--- config.mk ---
export PLATFORM = sky130hd
export DESIGN_NAME = cld_out_queue_flat
export DESIGN_NICKNAME = d
export VERILOG_FILES = /design/src/design/cld_pkg.sv /design/src/design/cld_if.sv /design/src/design/cld_out_queue.sv /design/src/flat_wrapper.sv
export SDC_FILE = /design/constraint.sdc
export NUM_CORES = 1
export LEC_CHECK = 0
export BUFFER_PORTS_ARGS = -buffer_cell sky130_fd_sc_hd__buf_2
export CORE_MARGIN = 2
export CORE_UTILIZATION = 37
export DETAILED_ROUTE_END_ITERATION = 6
export GPL_ROUTABILITY_DRIVEN = 0
export GPL_TIMING_DRIVEN = 0
export SYNTH_ARGS = -nofsm -noshare
export SYNTH_HDL_FRONTEND = slang
export SYNTH_SLANG_ARGS = --single-unit
export TNS_END_PERCENT = 1
--- constraint.sdc ---
create_clock -name clk -period 3.75 [get_ports clk]
set_clock_uncertainty 0.1 [all_clocks]
set_input_delay 1.125 -clock clk [delete_from_list [all_inputs] [get_ports clk]]
set_output_delay 1.125 -clock clk [all_outputs]
set_load 0.1 [all_outputs]
--- src/design/cld_pkg.sv ---
// ----------------------------------------------------------------------------
// cld_pkg
// shared types and constants of the copy/literal delta decoder
// ----------------------------------------------------------------------------
package cld_pkg;

  localparam int BASE_DEPTH = 65536;
  localparam int ADDR_W     = $clog2(BASE_DEPTH);
  localparam int LIMIT_W    = $clog2(BASE_DEPTH + 1);
  localparam int CFG_W      = 17;
  localparam int QDEPTH     = 4;
  localparam int QPTR_W     = $clog2(QDEPTH);
  localparam int QCNT_W     = $clog2(QDEPTH + 1);

  localparam logic [31:0] KIND_BIT = 32'h8000_0000;
  localparam logic [31:0] LEN_MASK = 32'h7fff_ffff;

  typedef enum logic [1:0] {
    OP_LOAD  = 2'd0,
    OP_DELTA = 2'd1,
    OP_PULL  = 2'd2,
    OP_NONE  = 2'd3
  } op_t;

  typedef enum logic [1:0] {
    PH_HEADER  = 2'd0,
    PH_OFFSET  = 2'd1,
    PH_LITERAL = 2'd2,
    PH_COPY    = 2'd3
  } phase_t;

  typedef enum logic [1:0] {
    ST_OK    = 2'd0,
    ST_BUSY  = 2'd1,
    ST_RANGE = 2'd2,
    ST_TRUNC = 2'd3
  } status_t;

  typedef struct packed {
    logic              wr_en;
    logic              rd_en;
    logic [ADDR_W-1:0] addr;
    logic [7:0]        wdata;
  } ram_req_t;

  typedef struct packed {
    logic        out_valid;
    logic [7:0]  out_byte;
    logic        out_from_base;
    logic        copy_pending;
    status_t     status;
    logic        stream_done;
    logic [31:0] produced_count;
  } res_t;

endpackage

--- src/design/cld_if.sv ---


interface cld_out_if;
  logic        valid;
  logic        ready;
  logic        out_valid;
  logic [7:0]  out_byte;
  logic        out_from_base;
  logic        copy_pending;
  logic [1:0]  status;
  logic        stream_done;
  logic [31:0] produced_count;

  modport source(output valid, output out_valid, output out_byte, output out_from_base,
                 output copy_pending, output status, output stream_done,
                 output produced_count, input ready);
  modport sink(input valid, input out_valid, input out_byte, input out_from_base,
               input copy_pending, input status, input stream_done,
               input produced_count, output ready);
endinterface

--- src/design/cld_out_queue.sv ---
// ----------------------------------------------------------------------------
// cld_out_queue
// back end: merges base read data into results and queues them for output
// ----------------------------------------------------------------------------
module cld_out_queue (
  input  logic          clk,
  input  logic          rst_n,
  input  logic          push,
  input  cld_pkg::res_t res,
  input  logic [7:0]    rd_data,
  output logic          space,
  cld_out_if.source     out_ch
);

  logic                        stg_v_r;
  cld_pkg::res_t               stg_r;
  cld_pkg::res_t               stg_res;
  cld_pkg::res_t               fifo_r [cld_pkg::QDEPTH];
  logic [cld_pkg::QPTR_W-1:0]  wr_ptr_r, rd_ptr_r;
  logic [cld_pkg::QCNT_W-1:0]  cnt_r, cnt_nxt;
  logic                        pop;
  cld_pkg::res_t               head;

  // staging slot plus queue entries bound what may be in flight
  assign space = (cnt_r + cld_pkg::QCNT_W'(stg_v_r)) < cld_pkg::QCNT_W'(cld_pkg::QDEPTH);

  always_comb begin
    stg_res = stg_r;
    if (stg_r.out_from_base) begin
      stg_res.out_byte = rd_data;
    end
  end

  assign head = fifo_r[rd_ptr_r];
  assign pop  = out_ch.valid && out_ch.ready;

  always_comb begin
    cnt_nxt = cnt_r;
    if (stg_v_r && !pop) begin
      cnt_nxt = cnt_r + cld_pkg::QCNT_W'(1);
    end else if (!stg_v_r && pop) begin
      cnt_nxt = cnt_r - cld_pkg::QCNT_W'(1);
    end
  end

  always_ff @(posedge clk) begin
    if (!rst_n) begin
      stg_v_r  <= 1'b0;
      wr_ptr_r <= '0;
      rd_ptr_r <= '0;
      cnt_r    <= '0;
    end else begin
      stg_v_r <= push;
      cnt_r   <= cnt_nxt;
      if (stg_v_r) begin
        wr_ptr_r <= wr_ptr_r + cld_pkg::QPTR_W'(1);
      end
      if (pop) begin
        rd_ptr_r <= rd_ptr_r + cld_pkg::QPTR_W'(1);
      end
    end
  end

  always_ff @(posedge clk) begin
    if (push) begin
      stg_r <= res;
    end
    if (stg_v_r) begin
      fifo_r[wr_ptr_r] <= stg_res;
    end
  end

  assign out_ch.valid          = cnt_r != '0;
  assign out_ch.out_valid      = head.out_valid;
  assign out_ch.out_byte       = head.out_byte;
  assign out_ch.out_from_base  = head.out_from_base;
  assign out_ch.copy_pending   = head.copy_pending;
  assign out_ch.status         = head.status;
  assign out_ch.stream_done    = head.stream_done;
  assign out_ch.produced_count = head.produced_count;

  a_cnt_max: assert property (@(posedge clk) disable iff (!rst_n)
    cnt_r <= cld_pkg::QCNT_W'(cld_pkg::QDEPTH))
    else $error("result queue overfilled");

  a_stage_room: assert property (@(posedge clk) disable iff (!rst_n)
    stg_v_r |-> cnt_r < cld_pkg::QCNT_W'(cld_pkg::QDEPTH))
    else $error("staged result with no queue room");

endmodule

--- src/flat_wrapper.sv ---
// flat-port wrapper written by rule: the top's interface ports become plain ports
module cld_out_queue_flat 
  (clk, rst_n, push, res, rd_data, space, out_ch_valid, out_ch_out_valid, out_ch_out_byte, out_ch_out_from_base, out_ch_copy_pending, out_ch_status, out_ch_stream_done, out_ch_produced_count, out_ch_ready);
  cld_out_if out_ch_i ();
  input  logic clk;
  input  logic rst_n;
  input  logic push;
  input  cld_pkg::res_t res;
  input  logic [7:0] rd_data;
  output logic space;
  output wire logic [$bits(out_ch_i.valid)-1:0] out_ch_valid;
  output wire logic [$bits(out_ch_i.out_valid)-1:0] out_ch_out_valid;
  output wire logic [$bits(out_ch_i.out_byte)-1:0] out_ch_out_byte;
  output wire logic [$bits(out_ch_i.out_from_base)-1:0] out_ch_out_from_base;
  output wire logic [$bits(out_ch_i.copy_pending)-1:0] out_ch_copy_pending;
  output wire logic [$bits(out_ch_i.status)-1:0] out_ch_status;
  output wire logic [$bits(out_ch_i.stream_done)-1:0] out_ch_stream_done;
  output wire logic [$bits(out_ch_i.produced_count)-1:0] out_ch_produced_count;
  input wire logic [$bits(out_ch_i.ready)-1:0] out_ch_ready;
  assign out_ch_valid = out_ch_i.valid;
  assign out_ch_out_valid = out_ch_i.out_valid;
  assign out_ch_out_byte = out_ch_i.out_byte;
  assign out_ch_out_from_base = out_ch_i.out_from_base;
  assign out_ch_copy_pending = out_ch_i.copy_pending;
  assign out_ch_status = out_ch_i.status;
  assign out_ch_stream_done = out_ch_i.stream_done;
  assign out_ch_produced_count = out_ch_i.produced_count;
  assign out_ch_i.ready = out_ch_ready;
  cld_out_queue u_core (.clk(clk), .rst_n(rst_n), .push(push), .res(res), .rd_data(rd_data), .space(space), .out_ch(out_ch_i));
endmodule
==> impl_results.md <==
- Worst hold slack: around 0.4 ns
- Vias per cell: around 4.7
- CP cell instances: clkbuf_2 -> buf_2 -> mux4_2 -> buf_2
- Number of remaining DRC errors: 0
- Largest net degree at the start of global routing: 48
- Worst-Margin Slew: approximately 1.3 ns
- # clock sinks: between 200 and 250
- Vias: 3789
- Sequential Area: 7110 um^2
- Area grow syn2layout: 20.8%
- First-pass detailed-route iteration total: 4
- Clock-pin slew on the worst setup and hold paths: 0.06 ns
- Num CTS Buffers: 24
- Final total power: between 8 and 9 mW
- Synth cell types: 24
- H-Tree Depth: 1
- RR Endpoint: u_core.cnt_r[2]
- Fraction of layout cells with a size suffix above 1: 0.423
- PD cells: around 770 nW/um^2
- Period utilisation layout: 0.897
- Hold Path Stages: 0
- Commonest non-fill, non-tap cell in the layout: edfxtp_1
- Vias in the first global route: ~4100
- Max frequency: ~300 MHz
- Clock group share of total power: 0.291
- Post-DP HPWL: 9210 um
- RSZ-0062 raised after global routing: false
- Horiz. Die Dim: between 150 and 200 um
- Area of the multi-input gates: around 1500 um^2
- Seq/Total Area, Yosys: 0.818
- Comb power frac: 0.316
- Shortest period the worst path allows: around 3.4 ns
- Die ar.: ~25000 um^2
- Slew HR: 0.135
- Worst min-delay path class: flop to flop
- First-pass GRT wire length: between 20000 and 25000 um
- Row count: 56
- Cell leakage power: approximately 3.5 nW
- CTS Hold Bufs: 0
- Number of enable flip-flop cells after synthesis: 230
- # fillers: between 2000 and 2500
- R2r setup slk: 1.52 ns
- Util after Layout: 0.451
- Antenna Nets Post-Route: 0
- Initial antenna violation count: 1
- Critical path arrival: 2.14 ns
- Aggregate global-route resource usage: 0.123
- Predominant post-synthesis flop cell: edfxtp_1
- IO Port Bufs: 105
- Fin. Hold Viols: 0
- Syn Std Cell Area: slightly below 9000 um^2
- CP Capture Type: output pin
- Synth warn: 0
- Core ar.: about 23000 um^2
- Routed wire length: between 15000 and 20000 um
- Final Slew Violations: 0
- VDD IR max: 0.653 mV
- Worst path max stage delay: between 0.4 and 0.5 ns
- # Post-CTS Setup Buffers: 0
- TNS Setup: 0 ns
- DR WL/cell: roughly 19 um
- Clock buffer depth: 3
- Min-delay src: u_core.stg_r[11]
- Final setup fails: 0
- WHS Endpoint: u_core.fifo_r[2][11]
- Die outline height: 157 um
- Pint: between 5 and 6 mW
- Worst r2r src: u_core.cnt_r[0]
- Critical path required time: roughly 2.5 ns
- CTS tree: built
- Crit-path max FO: 10
- I/O pin cnt: 106
- Post-synth ARST share: 0
- Maxcap violations: 0
- Initial Utilization: 0.373
- Outcome: completed
- Sequential share of power: 0.392
- Grt ovf: 0
- Sw Ratio: 0.364
- Critical path's slowest cell: buf_2
- Final Net Count: between 500 and 600
- Syn Nets: about 410
- Crit path top cell by count: buf_2
- Most frequent cells in the layout: edfxtp_1, buf_2, mux4_2
- Register bit count reported by yosys: 240
- Crit Path Category: flop to output pin
- Clock root buffer: clkbuf_16
- DRT iter0 DRCs: between 150 and 200
- Clock latency on the worst-skew pair: approximately 0.5 ns
- Avg Inst Size Synth: around 25 um^2
- CP Launch Type: flop
- Switch Pwr: approximately 3 mW
- FF-to-FF path depth: 7
- Cells after synthesis: about 340
- Post-CTS sizing: 0
## per-layer routing
layer	up-vias	routed length (um)	global-route usage
met5	-	0	0
li1	1711	-	-
met4	0	253	0.0329
met1	1960	6490	0.155
met3	24	855	0.0328
met2	94	7550	0.211
## power by group through the flow
stage / Combinational [mW] / Sequential, mW / Clock, mW
detailed placement: 2.59 / 3.23 / 0
finish: 2.55 / 3.17 / 2.35
global route: 2.66 / 3.18 / 2.54
floorplan: 2.21 / 3.20 / 0
global placement: 2.57 / 3.22 / 0
CTS: 2.60 / 3.17 / 2.43
## cell type report
class | count | area share
sequential | 240 | 0.678
antenna | 1 | 0.000239
multi-input combinational | 87 | 0.138
timing repair buffer | 109 | 0.0577
buffer | 11 | 0.0115
inverter | 3 | 0.00107
clock inverter | 16 | 0.0148
tap | 319 | 0.0381
clock buffer | 28 | 0.0607
## worst max path at each step
stage / slack [ns] / end / depth (start not counted)
6_report: 0.39 / out_ch_produced_count[20] / 4
5_1_grt: 0.25 / out_ch_produced_count[20] / 4
4_1_cts: 0.30 / out_ch_produced_count[20] / 4
3_5_place_dp: 0.86 / out_ch_produced_count[13] / 4
3_3_place_gp: 0.58 / u_core.fifo_r[0][10] / 3
2_1_floorplan: 0.49 / space / 2
## registers in the layout, summed over array words and instances, names as in the netlist, named ones only
register / cells
u_core.rd_ptr_r: 2
u_core.stg_v_r: 1
u_core.fifo_r: 184
u_core.stg_r: 46
u_core.wr_ptr_r: 2
u_core.cnt_r: 3
## kinds of logic (layout without fill, tap and decap cells)
group           after synthesis  in the layout  share of synthesized area
buf+inv                      14            167                     0.0151
compound gates                4              4                    0.00576
simple gates                 15             15                     0.0107
other cells                   0              1                          0
fa+ha+maj                     6              6                    0.00951
flops                       240            240                      0.818
xor+xnor                      6              6                    0.00605
mux                          56             56                      0.135
## per-stage QoR
stage / std cells / setup slack (ns) / cell area, um^2
floorplan: 341 / 0.486 / 8680
global placement: 765 / 0.584 / 9610
detailed placement: 769 / 0.864 / 9690
CTS: 813 / 0.305 / 10500
global route: 813 / 0.251 / 10500
finish: 814 / 0.386 / 10500
## critical path: cells and delay by family (launching register included)
kind                   cells  cell delay [ns]
buffers and inverters      3             1.06
DFF                        1             0.30
muxes                      1             0.27
## cells in the mapped netlist (2+ instances only)
cell      number  area share
edfxtp_1     230        0.80
mux4_2        40        0.10
and2_1        10      0.0072
dfxtp_1       10       0.023
mux2_2         8       0.010
mux4_1         6       0.018
ha_1           5      0.0072
buf_12         4      0.0092
buf_2          4      0.0023
inv_1          3      0.0013
xnor2_1        3      0.0030
xor2_1         3      0.0030
mux2i_1        2      0.0023
nor2b_1        2      0.0014
or3_1          2      0.0014
No activity file was read; power rests on OpenSTA's default activity.
