<file path="config.mk">
export PLATFORM = sky130hd
export DESIGN_NAME = cld_parser_flat
export DESIGN_NICKNAME = d
export VERILOG_FILES = /design/src/design/cld_pkg.sv /design/src/design/cld_if.sv /design/src/design/cld_parser.sv /design/src/flat_wrapper.sv
export SDC_FILE = /design/constraint.sdc
export NUM_CORES = 1
export LEC_CHECK = 0
export BUFFER_PORTS_ARGS = -buffer_cell sky130_fd_sc_hd__clkbuf_2
export CORE_ASPECT_RATIO = 1.4
export CORE_MARGIN = 2
export CORE_UTILIZATION = 40
export DETAILED_ROUTE_END_ITERATION = 12
export GPL_ROUTABILITY_DRIVEN = 0
export SKIP_LAST_GASP = 1
export SYNTH_ARGS = -nofsm -noshare
export SYNTH_HDL_FRONTEND = slang
export SYNTH_SLANG_ARGS = --single-unit
</file>
<file path="constraint.sdc">
create_clock -name clk -period 8.8 [get_ports clk]
set_input_delay 0 -clock clk [delete_from_list [all_inputs] [get_ports clk]]
set_output_delay 0 -clock clk [all_outputs]
set_load 0.02 [all_outputs]
</file>
<file path="src/design/cld_pkg.sv">
// ----------------------------------------------------------------------------
// cld_pkg
// shared types and constants of the copy/literal delta decoder
// ----------------------------------------------------------------------------
package cld_pkg;

  localparam int BASE_DEPTH = 65536;
  localparam int ADDR_W     = $clog2(BASE_DEPTH);
  localparam int LIMIT_W    = $clog2(BASE_DEPTH + 1);
  localparam int CFG_W      = 17;
  localparam int QDEPTH     = 4;
  localparam int QPTR_W     = $clog2(QDEPTH);
  localparam int QCNT_W     = $clog2(QDEPTH + 1);

  localparam logic [31:0] KIND_BIT = 32'h8000_0000;
  localparam logic [31:0] LEN_MASK = 32'h7fff_ffff;

  typedef enum logic [1:0] {
    OP_LOAD  = 2'd0,
    OP_DELTA = 2'd1,
    OP_PULL  = 2'd2,
    OP_NONE  = 2'd3
  } op_t;

  typedef enum logic [1:0] {
    PH_HEADER  = 2'd0,
    PH_OFFSET  = 2'd1,
    PH_LITERAL = 2'd2,
    PH_COPY    = 2'd3
  } phase_t;

  typedef enum logic [1:0] {
    ST_OK    = 2'd0,
    ST_BUSY  = 2'd1,
    ST_RANGE = 2'd2,
    ST_TRUNC = 2'd3
  } status_t;

  typedef struct packed {
    logic              wr_en;
    logic              rd_en;
    logic [ADDR_W-1:0] addr;
    logic [7:0]        wdata;
  } ram_req_t;

  typedef struct packed {
    logic        out_valid;
    logic [7:0]  out_byte;
    logic        out_from_base;
    logic        copy_pending;
    status_t     status;
    logic        stream_done;
    logic [31:0] produced_count;
  } res_t;

endpackage

</file>
<file path="src/design/cld_if.sv">
// ----------------------------------------------------------------------------
// cld_in_if / cld_out_if
// valid/ready channels for input items and result items
// ----------------------------------------------------------------------------
interface cld_in_if;
  logic        valid;
  logic        ready;
  logic [1:0]  operation;
  logic [7:0]  data_byte;
  logic [15:0] base_address;
  logic        delta_last;

  modport source(output valid, output operation, output data_byte,
                 output base_address, output delta_last, input ready);
  modport sink(input valid, input operation, input data_byte,
               input base_address, input delta_last, output ready);
endinterface


</file>
<file path="src/design/cld_parser.sv">
// ----------------------------------------------------------------------------
// cld_parser
// front end: takes input beats, parses delta records, updates decoder state
// ----------------------------------------------------------------------------
module cld_parser (
  input  logic                        clk,
  input  logic                        rst_n,
  input  logic                        cfg_wr_en,
  input  logic [cld_pkg::CFG_W-1:0]   cfg_wr_data,
  cld_in_if.sink                      in_ch,
  input  logic                        space,
  output logic                        push,
  output cld_pkg::res_t               res,
  output cld_pkg::ram_req_t           ram_req
);

  cld_pkg::phase_t                   phase_r, phase_nxt;
  logic [1:0]                        idx_r, idx_nxt;
  logic [23:0]                       hdr_r, hdr_nxt;
  logic [23:0]                       off_r, off_nxt;
  logic [30:0]                       rem_r, rem_nxt;
  logic [cld_pkg::ADDR_W-1:0]        ptr_r, ptr_nxt;
  logic [31:0]                       total_r, total_nxt;
  logic                              last_seen_r, last_seen_nxt;
  logic [cld_pkg::LIMIT_W-1:0]       limit_r, limit_nxt;

  logic        accept;
  logic        busy;
  logic        busy_nxt;
  logic [31:0] full_word;
  logic [32:0] range_end;
  logic [30:0] rem_dec;
  logic [31:0] total_base;
  cld_pkg::op_t op;

  assign in_ch.ready = space;
  assign accept      = in_ch.valid && in_ch.ready;
  assign push        = accept;
  assign op          = cld_pkg::op_t'(in_ch.operation);
  assign busy        = (phase_r == cld_pkg::PH_COPY) && (rem_r != 31'd0);

  always_comb begin
    if (32'(cfg_wr_data) > 32'(cld_pkg::BASE_DEPTH)) begin
      limit_nxt = cld_pkg::LIMIT_W'(cld_pkg::BASE_DEPTH);
    end else begin
      limit_nxt = cld_pkg::LIMIT_W'(cfg_wr_data);
    end
  end

  always_comb begin
    phase_nxt     = phase_r;
    idx_nxt       = idx_r;
    hdr_nxt       = hdr_r;
    off_nxt       = off_r;
    rem_nxt       = rem_r;
    ptr_nxt       = ptr_r;
    total_nxt     = total_r;
    last_seen_nxt = last_seen_r;
    full_word     = {in_ch.data_byte, 24'd0};
    range_end     = '0;
    rem_dec       = rem_r;
    total_base    = total_r;
    res           = '0;
    res.status    = cld_pkg::ST_OK;
    ram_req       = '0;
    ram_req.addr  = cld_pkg::ADDR_W'(in_ch.base_address);
    ram_req.wdata = in_ch.data_byte;

    if (accept) begin
      unique case (op)
        cld_pkg::OP_LOAD: begin
          ram_req.wr_en = 32'(in_ch.base_address) < 32'(cld_pkg::BASE_DEPTH);
        end
        cld_pkg::OP_DELTA: begin
          if (busy) begin
            res.status = cld_pkg::ST_BUSY;
          end else begin
            if (last_seen_r) begin
              last_seen_nxt = 1'b0;
              total_base    = 32'd0;
            end
            total_nxt = total_base;
            unique case (phase_r)
              cld_pkg::PH_HEADER: begin
                if (idx_r == 2'd3) begin
                  full_word = {in_ch.data_byte, hdr_r};
                  idx_nxt   = 2'd0;
                  rem_nxt   = full_word[30:0];
                  if ((full_word & cld_pkg::KIND_BIT) != 32'd0) begin
                    phase_nxt = (rem_nxt != 31'd0) ? cld_pkg::PH_LITERAL
                                                   : cld_pkg::PH_HEADER;
                  end else begin
                    phase_nxt = cld_pkg::PH_OFFSET;
                  end
                end else begin
                  hdr_nxt[{idx_r, 3'b000} +: 8] = in_ch.data_byte;
                  idx_nxt = idx_r + 2'd1;
                end
              end
              cld_pkg::PH_OFFSET: begin
                if (idx_r == 2'd3) begin
                  full_word = {in_ch.data_byte, off_r};
                  idx_nxt   = 2'd0;
                  range_end = {1'b0, full_word} + 33'(rem_r);
                  if (range_end > 33'(limit_r)) begin
                    res.status = cld_pkg::ST_RANGE;
                    rem_nxt    = 31'd0;
                    phase_nxt  = cld_pkg::PH_HEADER;
                  end else if (rem_r == 31'd0) begin
                    phase_nxt = cld_pkg::PH_HEADER;
                  end else begin
                    ptr_nxt   = cld_pkg::ADDR_W'(full_word);
                    phase_nxt = cld_pkg::PH_COPY;
                  end
                end else begin
                  off_nxt[{idx_r, 3'b000} +: 8] = in_ch.data_byte;
                  idx_nxt = idx_r + 2'd1;
                end
              end
              cld_pkg::PH_LITERAL, cld_pkg::PH_COPY: begin
                res.out_valid = 1'b1;
                res.out_byte  = in_ch.data_byte;
                total_nxt     = total_base + 32'd1;
                if (rem_r != 31'd0) begin
                  rem_dec = rem_r - 31'd1;
                end
                rem_nxt = rem_dec;
                if (rem_dec == 31'd0) begin
                  phase_nxt = cld_pkg::PH_HEADER;
                end
              end
            endcase
            if (in_ch.delta_last) begin
              last_seen_nxt = 1'b1;
              if (phase_nxt == cld_pkg::PH_OFFSET || phase_nxt == cld_pkg::PH_LITERAL ||
                  (phase_nxt == cld_pkg::PH_HEADER && idx_nxt != 2'd0)) begin
                res.status = cld_pkg::ST_TRUNC;
                phase_nxt  = cld_pkg::PH_HEADER;
                idx_nxt    = 2'd0;
                rem_nxt    = 31'd0;
              end
            end
          end
        end
        cld_pkg::OP_PULL: begin
          if (busy) begin
            res.out_valid     = 1'b1;
            res.out_from_base = 1'b1;
            ram_req.rd_en     = 1'b1;
            ram_req.addr      = ptr_r;
            ptr_nxt           = ptr_r + cld_pkg::ADDR_W'(1);
            rem_nxt           = rem_r - 31'd1;
            total_nxt         = total_r + 32'd1;
            if (rem_nxt == 31'd0) begin
              phase_nxt = cld_pkg::PH_HEADER;
            end
          end
        end
        cld_pkg::OP_NONE: begin
        end
      endcase
    end

    busy_nxt           = (phase_nxt == cld_pkg::PH_COPY) && (rem_nxt != 31'd0);
    res.copy_pending   = busy_nxt;
    res.stream_done    = last_seen_nxt && !busy_nxt;
    res.produced_count = total_nxt;
  end

  always_ff @(posedge clk) begin
    if (!rst_n) begin
      phase_r     <= cld_pkg::PH_HEADER;
      idx_r       <= 2'd0;
      rem_r       <= 31'd0;
      ptr_r       <= '0;
      total_r     <= 32'd0;
      last_seen_r <= 1'b0;
      limit_r     <= '0;
    end else begin
      phase_r     <= phase_nxt;
      idx_r       <= idx_nxt;
      rem_r       <= rem_nxt;
      ptr_r       <= ptr_nxt;
      total_r     <= total_nxt;
      last_seen_r <= last_seen_nxt;
      if (cfg_wr_en) begin
        limit_r <= limit_nxt;
      end
    end
  end

  always_ff @(posedge clk) begin
    hdr_r <= hdr_nxt;
    off_r <= off_nxt;
  end

  // record phases that emit bytes always hold a nonzero length
  a_copy_len: assert property (@(posedge clk) disable iff (!rst_n)
    phase_r == cld_pkg::PH_COPY |-> rem_r != 31'd0)
    else $error("copy phase with zero length");

  a_lit_len: assert property (@(posedge clk) disable iff (!rst_n)
    phase_r == cld_pkg::PH_LITERAL |-> rem_r != 31'd0)
    else $error("literal phase with zero length");

  a_idx_phase: assert property (@(posedge clk) disable iff (!rst_n)
    idx_r != 2'd0 |-> (phase_r == cld_pkg::PH_HEADER || phase_r == cld_pkg::PH_OFFSET))
    else $error("byte index set outside header or offset");

endmodule

</file>
<file path="src/flat_wrapper.sv">
// flat-port wrapper written by rule: the top's interface ports become plain ports
module cld_parser_flat 
  (clk, rst_n, cfg_wr_en, cfg_wr_data, space, push, res, ram_req, in_ch_valid, in_ch_operation, in_ch_data_byte, in_ch_base_address, in_ch_delta_last, in_ch_ready);
  cld_in_if in_ch_i ();
  input  logic clk;
  input  logic rst_n;
  input  logic cfg_wr_en;
  input  logic [cld_pkg::CFG_W-1:0] cfg_wr_data;
  input  logic space;
  output logic push;
  output cld_pkg::res_t res;
  output cld_pkg::ram_req_t ram_req;
  input wire logic [$bits(in_ch_i.valid)-1:0] in_ch_valid;
  input wire logic [$bits(in_ch_i.operation)-1:0] in_ch_operation;
  input wire logic [$bits(in_ch_i.data_byte)-1:0] in_ch_data_byte;
  input wire logic [$bits(in_ch_i.base_address)-1:0] in_ch_base_address;
  input wire logic [$bits(in_ch_i.delta_last)-1:0] in_ch_delta_last;
  output wire logic [$bits(in_ch_i.ready)-1:0] in_ch_ready;
  assign in_ch_i.valid = in_ch_valid;
  assign in_ch_i.operation = in_ch_operation;
  assign in_ch_i.data_byte = in_ch_data_byte;
  assign in_ch_i.base_address = in_ch_base_address;
  assign in_ch_i.delta_last = in_ch_delta_last;
  assign in_ch_ready = in_ch_i.ready;
  cld_parser u_core (.clk(clk), .rst_n(rst_n), .cfg_wr_en(cfg_wr_en), .cfg_wr_data(cfg_wr_data), .in_ch(in_ch_i), .space(space), .push(push), .res(res), .ram_req(ram_req));
endmodule
</file>
==> impl.org <==
** Drt
- Detailed-router iteration count before antenna repair :: 10
- After detailed routing, the average wire length per cell comes to 23.18 um.
- Iteration-0 DRC Markers :: 1819
- For this run, design rule violations remaining after detail routing come to 2.
- WL final :: 54100 um
- After detailed routing, the number of vias per cell comes to 6.464.
- For this block, the via count after detailed routing is 15090.
- Once detail routing completed, the nets flagged for antenna violations numbered 0.

** Finish
- Fillers :: 3429
- Leaving out fill and tap cells, the most frequent cell in the layout is sky130_fd_sc_hd__nand2_1.
- Net count of the finished layout :: 1983
- From synthesis to final layout, the design area changed by 10.35%.
- Count of placed standard cells in the final layout, fillers left out :: 2334
- For this run, the share of the core covered by cells in the final layout is 44.82%.
- Summed area of non-filler cells in the final layout :: 15300 um^2
- Ratio of cells with drive above 1 in the final layout :: 14.07%
- The number of antenna diodes in the final layout is 0.
- Most frequent cells in the layout :: sky130_fd_sc_hd__nand2_1, sky130_fd_sc_hd__nor2_1, sky130_fd_sc_hd__a21oi_1

** Synthesis
- In this run the cell area of the synthesized design comes to 13860 um^2.
- Count of flip-flops with a built-in enable after synthesis :: 48
- Top flip-flop cell by instance count after synthesis :: sky130_fd_sc_hd__dfxtp_1
- In this run the mean area of a mapped cell was 7.514 um^2.
- Synthesis Warnings :: 0
- For this run, the register share of the synthesized area comes to 24.98%.
- Of all flip-flops after synthesis, the portion carrying an async set or reset was 0%.
- After synthesis, the netlist uses 96 different library cells.
- The cell count after synthesis came out at 1845.
- The number of nets handed over by synthesis was 1958.
- Counting flops and latches in the post-synthesis netlist gives 149.

** Clocking
- Cts bufs inserted :: 17
- In this run the deepest clock path goes through 2 buffers.
- TritonCTS built the clock tree.
- H-Tree Depth :: 4
- Clock tree root buffer cell :: sky130_fd_sc_hd__clkbuf_16
- Skew-Pair Late Insertion Delay :: 0.46 ns
- Clock-pin slew was measured on the worst setup and hold paths at 0.06 ns.
- Clock Sink Count :: 149
- Post-CTS resize count :: 0

** Pwr
- In this run the power density over the cells is 107.7 nW/um^2.
- Overall power after layout :: 1.648 mW
- Peak supply drop :: 0.1164 mV
- In this run the static leakage power is 5.860 nW.

** Hold path
- The startpoint identified for the worst hold timing path is cfg_wr_en.
- Worst Hold Class :: input pin to flop
- Worst hold stages :: 3
- For hold timing, the worst endpoint is u_core.limit_r[16].

** Global route
- The first global-routing pass estimated 83020 um of wire.
- Pin count of the biggest net entering global routing :: 58
- Global-route usage over all layers :: 29.50%
- The number of antenna violations at the first check in global routing is 0.
- For this run the aggregate overflow at the end of global routing stands at 0.
- Vias in the first global route :: 14240

** Timing
- Of the available clock period, the critical path in the final layout requires 93.02%.
- Worst slew pin tran :: 1.238 ns
- Maximum operating frequency :: 122.2 MHz
- Setup violations remaining at the end of the flow were counted as 0.
- Final setup slack of the worst path :: 0.6138 ns
- Max-slew violations :: 0
- The worst pin sits at a relative slew slack of 16.40%.
- Setup repair after global routing missed its margin :: no
- Setup tns final :: 0 ns
- Final Skew :: 0.01043 ns
- Worst Hold Slack :: 0.09104 ns
- Fin. Hold Viols :: 0
- After layout, the minimum clock period comes to 8.186 ns.

** Critical path
- R2r setup slk :: 1.31 ns
- CP Buf/Inv Count :: 3
- Crit path arrival time :: 8.19 ns
- Worst reg2reg endpoint :: u_core.rem_r[3]
- Cell class contributing the biggest share of worst-path delay :: compound AO/OA/AOI/OAI gates
- Worst Reg-to-Reg Cells :: 29
- By startpoint and endpoint, the worst setup path is classified as flop to output port.
- Highest fanout seen on the critical path :: 11
- In this run the critical register-to-register path is launched from u_core.rem_r[0].
- For this run, the slowest stage of the critical path takes 0.54 ns.
- Launching element type of the critical path :: flop
- Endpoint required time on the critical path :: 8.80 ns
- Sort of element at the end of the critical path :: output port
- Slowest-stage cell, CP :: sky130_fd_sc_hd__dfxtp_1

** Floorplanning
- The core region is 34130 um^2.
- For this configuration, the core starts out at a cell density of 40.62%.
- Die height :: 224.3 um
- The floorplan has 80 rows.
- 123 I/O pins were placed.
- The floorplan step defined a die boundary enclosing 36180 um^2.
- In this run the horizontal extent of the chip is 161.3 um.

** Placed design
- The wire-length estimate of the detail-placed layout is 38940 um.
- After detailed placement, the design holds a cell count of 2282.
- After detailed placement, the total cell area comes to 14500 um^2.
- Pre-CTS setup slack :: 1.131 ns
- During placement, the flow inserted port buffers numbering 122.

** Run status
- The flow ran to the end, but the final reports show violations.
- The checks that failed: DRC.

** Job
- Number of maximum-capacitance violations :: 0
## worst max-delay path by stage
stage	startpoint	to	slack (ns)	cells past startpoint
floorplan	u_core.rem_r[1]	u_core.rem_r[21]	2.56	28
global placement	u_core.rem_r[0]	res[35]	1.38	31
detailed placement	u_core.rem_r[0]	res[35]	1.13	31
CTS	u_core.rem_r[0]	res[35]	0.61	31
global route	u_core.rem_r[0]	res[35]	0.13	32
finish	u_core.rem_r[0]	res[35]	0.61	32
## layout make-up
cell class                      count  area [um^2]  area share [%]
Multi-Input combinational cell   1487         9512           62.17
Sequential cell                   149         3465           22.65
Timing Repair Buffer              163        963.4           6.298
Tap cell                          451        564.3           3.689
Clock buffer                       20        447.9           2.928
Inverter                           52        195.2           1.276
Clock inverter                     12        151.4          0.9896
## worst reg2reg max path: cells and delay by family, from the launching register on
| family | cells | cell delay (ns) |
|---|---|---|
| XOR/XNOR | 1 | 0.17 |
| buffers and inverters | 3 | 0.54 |
| AO/OA/AOI/OAI | 14 | 3.11 |
| AND/OR/NAND/NOR | 7 | 1.83 |
| flip-flops | 1 | 0.54 |
| adder cells (fa/ha/maj) | 4 | 1.24 |
## routing by layer
metal	wire (um)	track usage (%)	share of wire, %	vias to the layer above
met1	20460	34.52	38	7120
met5	0	0	0	-
li1	-	-	-	6952
met2	26370	50.22	49	789
met3	3891	4.776	7.2	225
met4	3376	18.40	6.2	0
## Yosys cell counts, types with 9 or more instances
library cell | number | area, um^2
sky130_fd_sc_hd__and2_1 | 63 | 394.1
sky130_fd_sc_hd__edfxtp_1 | 48 | 1441
sky130_fd_sc_hd__nor3_1 | 54 | 270.3
sky130_fd_sc_hd__o21ai_1 | 13 | 65.06
sky130_fd_sc_hd__nand4_1 | 33 | 206.5
sky130_fd_sc_hd__nor2b_1 | 11 | 68.82
sky130_fd_sc_hd__o21a_1 | 16 | 120.1
sky130_fd_sc_hd__a221o_1 | 10 | 100.1
sky130_fd_sc_hd__o41ai_1 | 9 | 78.83
sky130_fd_sc_hd__inv_1 | 52 | 195.2
sky130_fd_sc_hd__and3_1 | 24 | 150.1
sky130_fd_sc_hd__nor4_1 | 29 | 181.4
sky130_fd_sc_hd__or3_1 | 22 | 137.6
sky130_fd_sc_hd__o22ai_1 | 18 | 112.6
sky130_fd_sc_hd__mux2_2 | 20 | 225.2
sky130_fd_sc_hd__xor2_1 | 13 | 113.9
sky130_fd_sc_hd__nand3_1 | 63 | 315.3
sky130_fd_sc_hd__nand2_1 | 221 | 829.6
sky130_fd_sc_hd__o21ai_0 | 99 | 495.5
sky130_fd_sc_hd__xnor2_1 | 26 | 227.7
sky130_fd_sc_hd__ha_1 | 63 | 788.3
sky130_fd_sc_hd__or4_1 | 16 | 120.1
sky130_fd_sc_hd__a2bb2oi_1 | 17 | 148.9
sky130_fd_sc_hd__buf_2 | 20 | 100.1
sky130_fd_sc_hd__o31ai_1 | 30 | 225.2
sky130_fd_sc_hd__a21oi_1 | 143 | 715.7
sky130_fd_sc_hd__a31oi_1 | 22 | 137.6
sky130_fd_sc_hd__clkbuf_1 | 103 | 386.6
sky130_fd_sc_hd__buf_4 | 15 | 112.6
sky130_fd_sc_hd__nor2_1 | 157 | 589.3
sky130_fd_sc_hd__dfxtp_1 | 101 | 2022
sky130_fd_sc_hd__a22oi_1 | 26 | 195.2
sky130_fd_sc_hd__o311ai_0 | 10 | 87.58
sky130_fd_sc_hd__mux2i_1 | 25 | 250.2
sky130_fd_sc_hd__a21o_1 | 19 | 142.6
sky130_fd_sc_hd__buf_1 | 13 | 48.80
sky130_fd_sc_hd__o211ai_1 | 19 | 142.6
sky130_fd_sc_hd__a211oi_1 | 21 | 157.7
## state kept, by name (all words and copies together) (netlist names)
name                flops
u_core.total_r         32
u_core.rem_r           31
u_core.hdr_r           24
u_core.off_r           24
u_core.limit_r         17
u_core.ptr_r           16
u_core.idx_r            2
u_core.phase_r          2
u_core.last_seen_r      1
## cells by family (layout without fill, tap and decap cells)
logic type                 count (synthesis)  after routing  share of synthesized area [%]
xor gates and xnor gates                  39             39                          2.464
DFF                                      149            149                          24.98
buffers and inverters                    209            247                          6.570
adders and majority gates                 64             64                          5.830
AOI/OAI and AO/OA                        581            581                          28.84
muxes                                     45             45                          3.430
and+or+nand+nor                          758            758                          27.89
## power breakdown
part           internal (mW)  total (mW)  switching (mW)
combinational         0.0491       0.152           0.103
clock                  0.455       0.780           0.324
sequential             0.712       0.716         0.00341
## timing repair
action / in CTS / in global routing
hold endpoints to repair: 20 / 0
setup endpoints to repair: 0 / 1
hold buffers: 18 / 0
buffers inserted: 0 / 2
Note: power is estimated with default switching activity, not from simulation.
